`config.mk`:
```
export PLATFORM = sky130hd
export DESIGN_NAME = flame_field_alarm_controller_core
export DESIGN_NICKNAME = d
export VERILOG_FILES = /design/src/rtl/ffac_pkg.sv /design/src/rtl/ffac_result_buf.sv /design/src/rtl/flame_field_alarm_controller_core.sv
export SDC_FILE = /design/constraint.sdc
export NUM_CORES = 1
export LEC_CHECK = 0
export BUFFER_PORTS_ARGS = -buffer_cell sky130_fd_sc_hd__clkbuf_2
export CAP_MARGIN = 10
export CORE_MARGIN = 2
export CORE_UTILIZATION = 60
export CTS_CLUSTER_DIAMETER = 80
export DETAILED_ROUTE_END_ITERATION = 6
export GPL_TIMING_DRIVEN = 0
export PLACE_DENSITY = 0.77
export SLEW_MARGIN = 20
export SYNTH_ARGS = -nofsm -noshare
export SYNTH_HDL_FRONTEND = slang
export SYNTH_SLANG_ARGS = --single-unit
export TNS_END_PERCENT = 30
```
`constraint.sdc`:
```
create_clock -name aclk -period 21.8 [get_ports aclk]
set_input_delay 1.09 -clock aclk [delete_from_list [all_inputs] [get_ports aclk]]
set_output_delay 1.09 -clock aclk [all_outputs]
set_load 0.005 [all_outputs]
```
`src/rtl/ffac_pkg.sv`:
```
// ----------------------------------------------------------------------------
// ffac_pkg
// shared constants, codes and types of the flame and field alarm controller
// ----------------------------------------------------------------------------
package ffac_pkg;

    localparam int LEVEL_W     = 12;
    localparam int CAL_SAMPLES = 50;

    localparam logic [LEVEL_W-1:0] LEVEL_MAX = '1;
    localparam logic [23:0]        RECAL_MAX = '1;

    // calibration accumulators and sample counter
    localparam int SUM_W = $clog2(CAL_SAMPLES * 4095 + 1);
    localparam int CNT_W = $clog2(CAL_SAMPLES + 1);

    // exact divide by CAL_SAMPLES through a reciprocal multiply
    localparam int RECIP_W   = SUM_W + 1;
    localparam int PROD_W    = SUM_W + RECIP_W;
    localparam int CAL_SHIFT = SUM_W + $clog2(CAL_SAMPLES);
    localparam logic [RECIP_W-1:0] CAL_RECIP =
        RECIP_W'(((64'd1 << CAL_SHIFT) + CAL_SAMPLES - 1) / CAL_SAMPLES);

    // request kinds
    localparam logic [2:0] REQ_SAMPLE    = 3'd0;
    localparam logic [2:0] REQ_TICK      = 3'd1;
    localparam logic [2:0] REQ_ACK       = 3'd2;
    localparam logic [2:0] REQ_UNSILENCE = 3'd3;
    localparam logic [2:0] REQ_CALIBRATE = 3'd4;

    // register indexes
    localparam logic [2:0] CFG_FLAME_FLOOR  = 3'd0;
    localparam logic [2:0] CFG_FLAME_MARGIN = 3'd1;
    localparam logic [2:0] CFG_FIELD_MARGIN = 3'd2;
    localparam logic [2:0] CFG_CONFIRM      = 3'd3;
    localparam logic [2:0] CFG_BLINK_PERIOD = 3'd4;
    localparam logic [2:0] CFG_RECAL_PERIOD = 3'd5;

    localparam int CFG_DATA_W = 24;

    // one result, highest bit first
    typedef struct packed {
        logic field_changed;
        logic fire_changed;
        logic calibrating;
        logic muted;
        logic field_led;
        logic buzzer;
        logic fire_led;
        logic field_alarm;
        logic fire_alarm;
    } result_t;

endpackage

```
`src/rtl/ffac_result_buf.sv`:
```
// ----------------------------------------------------------------------------
// ffac_result_buf
// two-entry result buffer between the state update and the output stream
// ----------------------------------------------------------------------------
module ffac_result_buf (
    input  logic             aclk,
    input  logic             aresetn,
    input  logic             in_valid,
    output logic             in_ready,
    input  ffac_pkg::result_t in_data,
    output logic             out_valid,
    input  logic             out_ready,
    output ffac_pkg::result_t out_data
);
    import ffac_pkg::*;

    result_t     head_reg;
    result_t     tail_reg;
    logic [1:0]  count_reg;
    logic        push;
    logic        pop;

    assign in_ready  = (count_reg != 2'd2);
    assign out_valid = (count_reg != 2'd0);
    assign out_data  = head_reg;
    assign push      = in_valid && in_ready;
    assign pop       = out_valid && out_ready;

    always_ff @(posedge aclk) begin
        if (!aresetn) begin
            count_reg <= 2'd0;
        end else begin
            if (push && !pop) begin
                count_reg <= count_reg + 2'd1;
            end else if (pop && !push) begin
                count_reg <= count_reg - 2'd1;
            end
        end
    end

    always_ff @(posedge aclk) begin
        if (push && !pop) begin
            if (count_reg == 2'd0) begin
                head_reg <= in_data;
            end else begin
                tail_reg <= in_data;
            end
        end else if (pop && !push) begin
            head_reg <= tail_reg;
        end else if (pop && push) begin
            if (count_reg == 2'd1) begin
                head_reg <= in_data;
            end else begin
                head_reg <= tail_reg;
                tail_reg <= in_data;
            end
        end
    end

endmodule

```
`src/rtl/flame_field_alarm_controller_core.sv`:
```
// ----------------------------------------------------------------------------
// flame_field_alarm_controller_core
// flame and hall field alarm with debounce, blinking alert and calibration
// ----------------------------------------------------------------------------
// results: a result is written into the result buffer when its request is accepted
// throughput: one request per cycle while the result buffer has room, set by the single state update stage
// a two-entry result buffer keeps s_tready high while one result waits
// reset: registers at defaults, thresholds open, calibration pass running
// ----------------------------------------------------------------------------
module flame_field_alarm_controller_core (
    input  logic                           aclk,
    input  logic                           aresetn,
    input  logic                           s_tvalid,
    output logic                           s_tready,
    // flame_digital, flame_level, field_level
    input  logic [31:0]                    s_tdata,
    // req_type
    input  logic [2:0]                     s_tuser,
    output logic                           m_tvalid,
    input  logic                           m_tready,
    // fire_alarm, field_alarm, fire_led, buzzer, field_led, muted,
    // calibrating, fire_changed, field_changed
    output logic [15:0]                    m_tdata,
    input  logic                           cfg_we,
    input  logic [2:0]                     cfg_index,
    input  logic [ffac_pkg::CFG_DATA_W-1:0] cfg_data
);
    import ffac_pkg::*;

    logic [LEVEL_W-1:0] flame_floor_reg;
    logic [LEVEL_W-1:0] flame_margin_reg;
    logic [LEVEL_W-1:0] field_margin_reg;
    logic [7:0]         confirm_count_reg;
    logic [15:0]        blink_period_reg;
    logic [23:0]        recal_period_reg;

    logic [7:0]         stable_count_reg, stable_count_next;
    logic               fire_flag_reg, fire_flag_next;
    logic               field_flag_reg, field_flag_next;
    logic               silence_reg, silence_next;
    logic               blink_phase_reg, blink_phase_next;
    logic [15:0]        blink_timer_reg, blink_timer_next;
    logic [23:0]        recal_timer_reg, recal_timer_next;
    logic               cal_active_reg, cal_active_next;
    logic [CNT_W-1:0]   cal_seen_reg, cal_seen_next;
    logic [SUM_W-1:0]   flame_sum_reg, flame_sum_next;
    logic [SUM_W-1:0]   field_sum_reg, field_sum_next;
    logic [LEVEL_W-1:0] flame_thr_reg, flame_thr_next;
    logic [LEVEL_W-1:0] field_thr_reg, field_thr_next;

    logic               accept;
    logic [2:0]         req_type;
    logic               flame_digital;
    logic [LEVEL_W-1:0] flame_level;
    logic [LEVEL_W-1:0] field_level;

    logic [SUM_W-1:0]   flame_acc;
    logic [SUM_W-1:0]   field_acc;
    logic [CNT_W-1:0]   seen_inc;
    logic [PROD_W-1:0]  flame_prod;
    logic [PROD_W-1:0]  field_prod;
    logic [LEVEL_W-1:0] ambient;
    logic [LEVEL_W-1:0] baseline;
    logic [LEVEL_W-1:0] flame_cut;
    logic [LEVEL_W:0]   field_sum_thr;
    logic [7:0]         need;
    logic               fire_now;
    logic [16:0]        blink_inc;
    logic [15:0]        period;
    logic [23:0]        recal_inc;
    logic               fire_chg;
    logic               field_chg;
    logic               lamp;
    result_t            result;
    result_t            out_result;
    logic               buf_ready;

    assign req_type      = s_tuser;
    assign flame_digital = s_tdata[0];
    assign flame_level   = s_tdata[12:1];
    assign field_level   = s_tdata[24:13];
    assign s_tready      = buf_ready;
    assign accept        = s_tvalid && buf_ready;

    // calibration arithmetic
    assign flame_acc  = flame_sum_reg + SUM_W'(flame_level);
    assign field_acc  = field_sum_reg + SUM_W'(field_level);
    assign seen_inc   = cal_seen_reg + CNT_W'(1);
    assign flame_prod = PROD_W'(flame_acc) * PROD_W'(CAL_RECIP);
    assign field_prod = PROD_W'(field_acc) * PROD_W'(CAL_RECIP);
    assign ambient    = flame_prod[CAL_SHIFT +: LEVEL_W];
    assign baseline   = field_prod[CAL_SHIFT +: LEVEL_W];
    assign flame_cut  = (ambient > flame_margin_reg) ? (ambient - flame_margin_reg)
                                                     : '0;
    assign field_sum_thr = {1'b0, baseline} + {1'b0, field_margin_reg};

    assign need      = (confirm_count_reg == 8'd0) ? 8'd1 : confirm_count_reg;
    assign fire_now  = flame_digital || (flame_level < flame_thr_reg);
    assign period    = (blink_period_reg == 16'd0) ? 16'd1 : blink_period_reg;
    assign blink_inc = {1'b0, blink_timer_reg} + 17'd1;
    assign recal_inc = (recal_timer_reg != RECAL_MAX) ? (recal_timer_reg + 24'd1)
                                                       : recal_timer_reg;

    always_comb begin
        stable_count_next = stable_count_reg;
        fire_flag_next    = fire_flag_reg;
        field_flag_next   = field_flag_reg;
        silence_next      = silence_reg;
        blink_phase_next  = blink_phase_reg;
        blink_timer_next  = blink_timer_reg;
        recal_timer_next  = recal_timer_reg;
        cal_active_next   = cal_active_reg;
        cal_seen_next     = cal_seen_reg;
        flame_sum_next    = flame_sum_reg;
        field_sum_next    = field_sum_reg;
        flame_thr_next    = flame_thr_reg;
        field_thr_next    = field_thr_reg;
        fire_chg          = 1'b0;
        field_chg         = 1'b0;

        case (req_type)
            REQ_SAMPLE: begin
                if (cal_active_reg) begin
                    if (seen_inc >= CNT_W'(CAL_SAMPLES)) begin
                        flame_thr_next   = (flame_cut < flame_floor_reg) ? flame_floor_reg
                                                                         : flame_cut;
                        field_thr_next   = field_sum_thr[LEVEL_W] ? LEVEL_MAX
                                                                  : field_sum_thr[LEVEL_W-1:0];
                        cal_active_next  = 1'b0;
                        cal_seen_next    = '0;
                        flame_sum_next   = '0;
                        field_sum_next   = '0;
                        recal_timer_next = '0;
                    end else begin
                        cal_seen_next  = seen_inc;
                        flame_sum_next = flame_acc;
                        field_sum_next = field_acc;
                    end
                end else begin
                    if (fire_now) begin
                        if (stable_count_reg < need) begin
                            stable_count_next = stable_count_reg + 8'd1;
                        end
                    end else begin
                        stable_count_next = 8'd0;
                    end
                    fire_flag_next  = (stable_count_next >= need);
                    fire_chg        = (fire_flag_next != fire_flag_reg);
                    field_flag_next = (field_level > field_thr_reg);
                    field_chg       = (field_flag_next != field_flag_reg);
                    if (!(fire_flag_next && !silence_reg)) begin
                        blink_phase_next = 1'b0;
                        blink_timer_next = 16'd0;
                    end
                end
            end
            REQ_TICK: begin
                if (!cal_active_reg) begin
                    if (fire_flag_reg && !silence_reg) begin
                        if (blink_inc >= {1'b0, period}) begin
                            blink_phase_next = !blink_phase_reg;
                            blink_timer_next = 16'd0;
                        end else begin
                            blink_timer_next = blink_inc[15:0];
                        end
                    end else begin
                        blink_phase_next = 1'b0;
                        blink_timer_next = 16'd0;
                    end
                    recal_timer_next = recal_inc;
                    if (recal_inc > recal_period_reg) begin
                        cal_active_next = 1'b1;
                        cal_seen_next   = '0;
                        flame_sum_next  = '0;
                        field_sum_next  = '0;
                    end
                end
            end
            REQ_ACK: begin
                silence_next     = 1'b1;
                blink_phase_next = 1'b0;
                blink_timer_next = 16'd0;
            end
            REQ_UNSILENCE: begin
                silence_next = 1'b0;
            end
            REQ_CALIBRATE: begin
                cal_active_next = 1'b1;
                cal_seen_next   = '0;
                flame_sum_next  = '0;
                field_sum_next  = '0;
            end
            default: begin
            end
        endcase

        lamp                 = fire_flag_next && !silence_next && blink_phase_next;
        result.fire_alarm    = fire_flag_next;
        result.field_alarm   = field_flag_next;
        result.fire_led      = lamp;
        result.buzzer        = lamp;
        result.field_led     = field_flag_next && !silence_next;
        result.muted         = silence_next;
        result.calibrating   = cal_active_next;
        result.fire_changed  = fire_chg;
        result.field_changed = field_chg;
    end

    // register bank
    always_ff @(posedge aclk) begin
        if (!aresetn) begin
            flame_floor_reg   <= 12'd50;
            flame_margin_reg  <= 12'd100;
            field_margin_reg  <= 12'd300;
            confirm_count_reg <= 8'd5;
            blink_period_reg  <= 16'd500;
            recal_period_reg  <= 24'd300000;
        end else if (cfg_we) begin
            case (cfg_index)
                CFG_FLAME_FLOOR:  flame_floor_reg   <= cfg_data[LEVEL_W-1:0];
                CFG_FLAME_MARGIN: flame_margin_reg  <= cfg_data[LEVEL_W-1:0];
                CFG_FIELD_MARGIN: field_margin_reg  <= cfg_data[LEVEL_W-1:0];
                CFG_CONFIRM:      confirm_count_reg <= cfg_data[7:0];
                CFG_BLINK_PERIOD: blink_period_reg  <= cfg_data[15:0];
                CFG_RECAL_PERIOD: recal_period_reg  <= cfg_data[23:0];
                default: begin
                end
            endcase
        end
    end

    // alarm state
    always_ff @(posedge aclk) begin
        if (!aresetn) begin
            stable_count_reg <= 8'd0;
            fire_flag_reg    <= 1'b0;
            field_flag_reg   <= 1'b0;
            silence_reg      <= 1'b0;
            blink_phase_reg  <= 1'b0;
            blink_timer_reg  <= 16'd0;
            recal_timer_reg  <= 24'd0;
            cal_active_reg   <= 1'b1;
            cal_seen_reg     <= '0;
            flame_sum_reg    <= '0;
            field_sum_reg    <= '0;
            flame_thr_reg    <= '0;
            field_thr_reg    <= LEVEL_MAX;
        end else if (accept) begin
            stable_count_reg <= stable_count_next;
            fire_flag_reg    <= fire_flag_next;
            field_flag_reg   <= field_flag_next;
            silence_reg      <= silence_next;
            blink_phase_reg  <= blink_phase_next;
            blink_timer_reg  <= blink_timer_next;
            recal_timer_reg  <= recal_timer_next;
            cal_active_reg   <= cal_active_next;
            cal_seen_reg     <= cal_seen_next;
            flame_sum_reg    <= flame_sum_next;
            field_sum_reg    <= field_sum_next;
            flame_thr_reg    <= flame_thr_next;
            field_thr_reg    <= field_thr_next;
        end
    end

    ffac_result_buf u_result_buf (
        .aclk      (aclk),
        .aresetn   (aresetn),
        .in_valid  (s_tvalid),
        .in_ready  (buf_ready),
        .in_data   (result),
        .out_valid (m_tvalid),
        .out_ready (m_tready),
        .out_data  (out_result)
    );

    assign m_tdata = {7'd0, out_result};

endmodule

```
==> results by group <==
Outcome
  • Status: finished clean

Die
  • Initial Util: 0.605
  • Cell Rows: 75
  • I/O pins: 85
  • Die height: 209 µm
  • Die W: 209 µm
  • Die area: 43800 µm²
  • Core area: 41800 µm²

Global routing
  • GR Overflow Total: 0
  • Number of global-route vias before repair: 21000
  • Gr usage total: 0.291
  • First-pass GRT wire length: 103000 µm
  • Largest net degree at the start of global routing: 14
  • Initial antenna violation count: 2

Final layout
  • Commonest cells after routing, fill and taps aside: inv_1 (549), ha_1 (444), nand2_1 (250), fa_1 (240), dfxtp_1 (205)
  • # fillers: 3355
  • Most common cell after layout, fill and taps aside: inv_1
  • Area occupied by multi-input gates: 18400 µm²
  • Fin area: 27200 µm²
  • Reg area: 4580 µm²
  • Share of layout cells above drive strength 1: 0.0633
  • Area grow syn2layout: 7.49%
  • Nets: 3720
  • Final Util: 0.651

Logic synthesis
  • Synth Flop Type: dfxtp_1
  • Syn avg cell area: 8.81 µm²
  • Mapped Cells: 2868
  • Post-synthesis cell type count: 86
  • Post-synth EDFFs: 16
  • Ys async rst share: 0
  • Cell Area, Synth: 25300 µm²
  • Ys Warns: 0
  • Sequential-to-total area share from yosys stat: 0.181
  • #FFs+latches synth: 221

Run
  • # Max-Cap Violations: 0

Timing
  • RSZ-0062 raised after global routing: no
  • Final period util: 0.608
  • # setup viols final: 0
  • Clk_skew: 32.2 ps
  • Hold Violations, Final: 0
  • FMAX: 0.0754 GHz
  • Slew @ Worst Pin: 1070 ps
  • Final Max Tran Viols: 0
  • Worst slew margin: 0.279
  • Setup TNS: 0 ps
  • Post-layout minimum cycle time: 13250 ps

Clocking
  • Root Driver: clkbuf_16
  • Post-cts sizing count: 0
  • Setup Fix Bufs, Post-CTS: 0
  • Sink Count: 221
  • CTS buffer count: 25
  • CTS Hold Bufs: 0
  • CTS tree: yes
  • CTS clk-pin slew, worst paths: 60 ps
  • Clock buffer depth: 3
  • H-tree Lvls: 1
  • Clk_lat worst skew: 540 ps

Power
  • Sw Ratio: 0.489
  • Pint: 1.75 mW
  • Clock power frac: 0.125
  • Power per cell area: 126 nW/µm²
  • Seq pwr share: 0.128
  • Maximum VDD drop: 128 µV
  • Pleak: 13.7 nW
  • Switching pwr: 1.67 mW
  • Combinational power share: 0.747

Setup path
  • CP Max Fanout: 10
  • Critical Path RT: 22210 ps
  • Most used cell, CP: fa_1
  • Worst path max stage delay: 780 ps
  • Worst EP arrival: 13670 ps
  • Setup crit start kind: input pin
  • Crit-path leading delay family: adder cells
  • Worst path slowest cell: xor2_1
  • Critical Path End Type: flop
  • Crit path kind: input pin to flop
  • Buf/Inv on CP: 6

Routing
  • Total Wirelength: 62900 µm
  • Routed vias/inst: 5.75
  • Post-route DRC: 0
  • Wire per inst: 17.8 µm
  • Post-route ant nets: 0
  • Initial DRC Count: 1188
  • Routed vias: 20300
  • Initial DRT Pass Iterations: 6

Min path
  • Hold WC Path Type: flop to flop

Place
  • HPWL after detailed placement: 52200 µm
  • Port Buffers: 68
  • Placed Area: 26300 µm²
  • GP Congestion: 0.954
-- routing by layer --
metal	GRT usage	vias up	routed length (µm)
met5	0	-	0
met4	0.103	0	2240
met3	0.0307	129	3560
met2	0.516	613	30600
met1	0.369	9766	26500
li1	-	9789	-
-- worst paths after layout --
check	start	end	slack, ps	cells after the start
max	s_tdata[1]	flame_thr_reg[7]	8550	48
min	recal_period_reg[17]	recal_period_reg[17]	450	2
max reg2reg	flame_sum_reg[0]	flame_thr_reg[7]	8910	47
min reg2reg	recal_period_reg[17]	recal_period_reg[17]	450	2
-- worst min-delay path: stages, from the launching register on --
cell and delay, ps:
dfxtp_1 310, nand2_1 50, a21oi_1 50
-- power by group through the flow --
stage / sequential [mW] / combinational [mW] / clock, mW
floorplan: 0.446 / 1.87 / 0
global placement: 0.446 / 2.40 / 0
detailed placement: 0.447 / 2.52 / 0
CTS: 0.438 / 2.55 / 0.431
global route: 0.439 / 2.90 / 0.447
finish: 0.438 / 2.55 / 0.427
-- cells in the mapped netlist (all sizes together) (6+ instances only) --
cell type / count / area, µm²
a211o: 6 / 52.6
a211oi: 14 / 110
a21o: 54 / 405
a21oi: 173 / 866
a22o: 37 / 362
a22oi: 12 / 90.1
a31oi: 20 / 131
and2: 13 / 81.3
and3: 32 / 200
and4: 8 / 70.1
buf: 19 / 128
clkbuf: 51 / 191
dfxtp: 205 / 4100
edfxtp: 16 / 480
fa: 240 / 4800
ha: 444 / 5560
inv: 549 / 2060
mux2: 10 / 113
mux2i: 10 / 100
nand2: 250 / 938
nand2b: 20 / 125
nand3: 60 / 300
nand4: 29 / 181
nor2: 122 / 460
nor2b: 26 / 163
nor3: 58 / 290
nor3b: 8 / 60.1
nor4: 12 / 81.3
o211ai: 27 / 203
o21a: 19 / 143
o21ai: 93 / 473
o21bai: 6 / 45.0
o22ai: 16 / 100
o31ai: 9 / 67.6
or2: 7 / 43.8
or3: 11 / 68.8
xnor2: 73 / 639
xor2: 44 / 385
-- metrics by stage --
| stage | setup WS (ps) | power (mW) | hold WS (ps) | instances |
|---|---|---|---|---|
| 2_1_floorplan | 10300 | 2.32 | 436 | 2874 |
| 3_3_place_gp | 8530 | 2.84 | 445 | 3481 |
| 3_5_place_dp | 8290 | 2.97 | 446 | 3481 |
| 4_1_cts | 8830 | 3.42 | 455 | 3526 |
| 5_1_grt | 7880 | 3.79 | 471 | 3526 |
| 6_report | 8550 | 3.42 | 453 | 3528 |
-- kinds of logic (layout without fill, tap and decap cells) --
kind of cell | count (synthesis) | in the layout | synth area share
adders and majority gates | 684 | 684 | 0.410
DFF | 221 | 221 | 0.181
xor gates and xnor gates | 117 | 117 | 0.0405
other | 1 | 9 | 0.000148
muxes | 20 | 20 | 0.00842
and+or+nand+nor | 673 | 673 | 0.127
AOI/OAI and AO/OA | 532 | 532 | 0.139
buffers and inverters | 620 | 733 | 0.0943
-- cell type report --
cell class                      instances  area share
Tap cell                              539      0.0248
Clock buffer                           33      0.0260
Buffer                                 70      0.0117
Timing Repair Buffer                   68      0.0125
Antenna cell                            2    0.000184
Sequential cell                       221       0.169
Inverter                              550      0.0760
Clock inverter                         12     0.00451
Multi-Input combinational cell       2033       0.675
No activity file was read; power rests on OpenSTA's default activity.
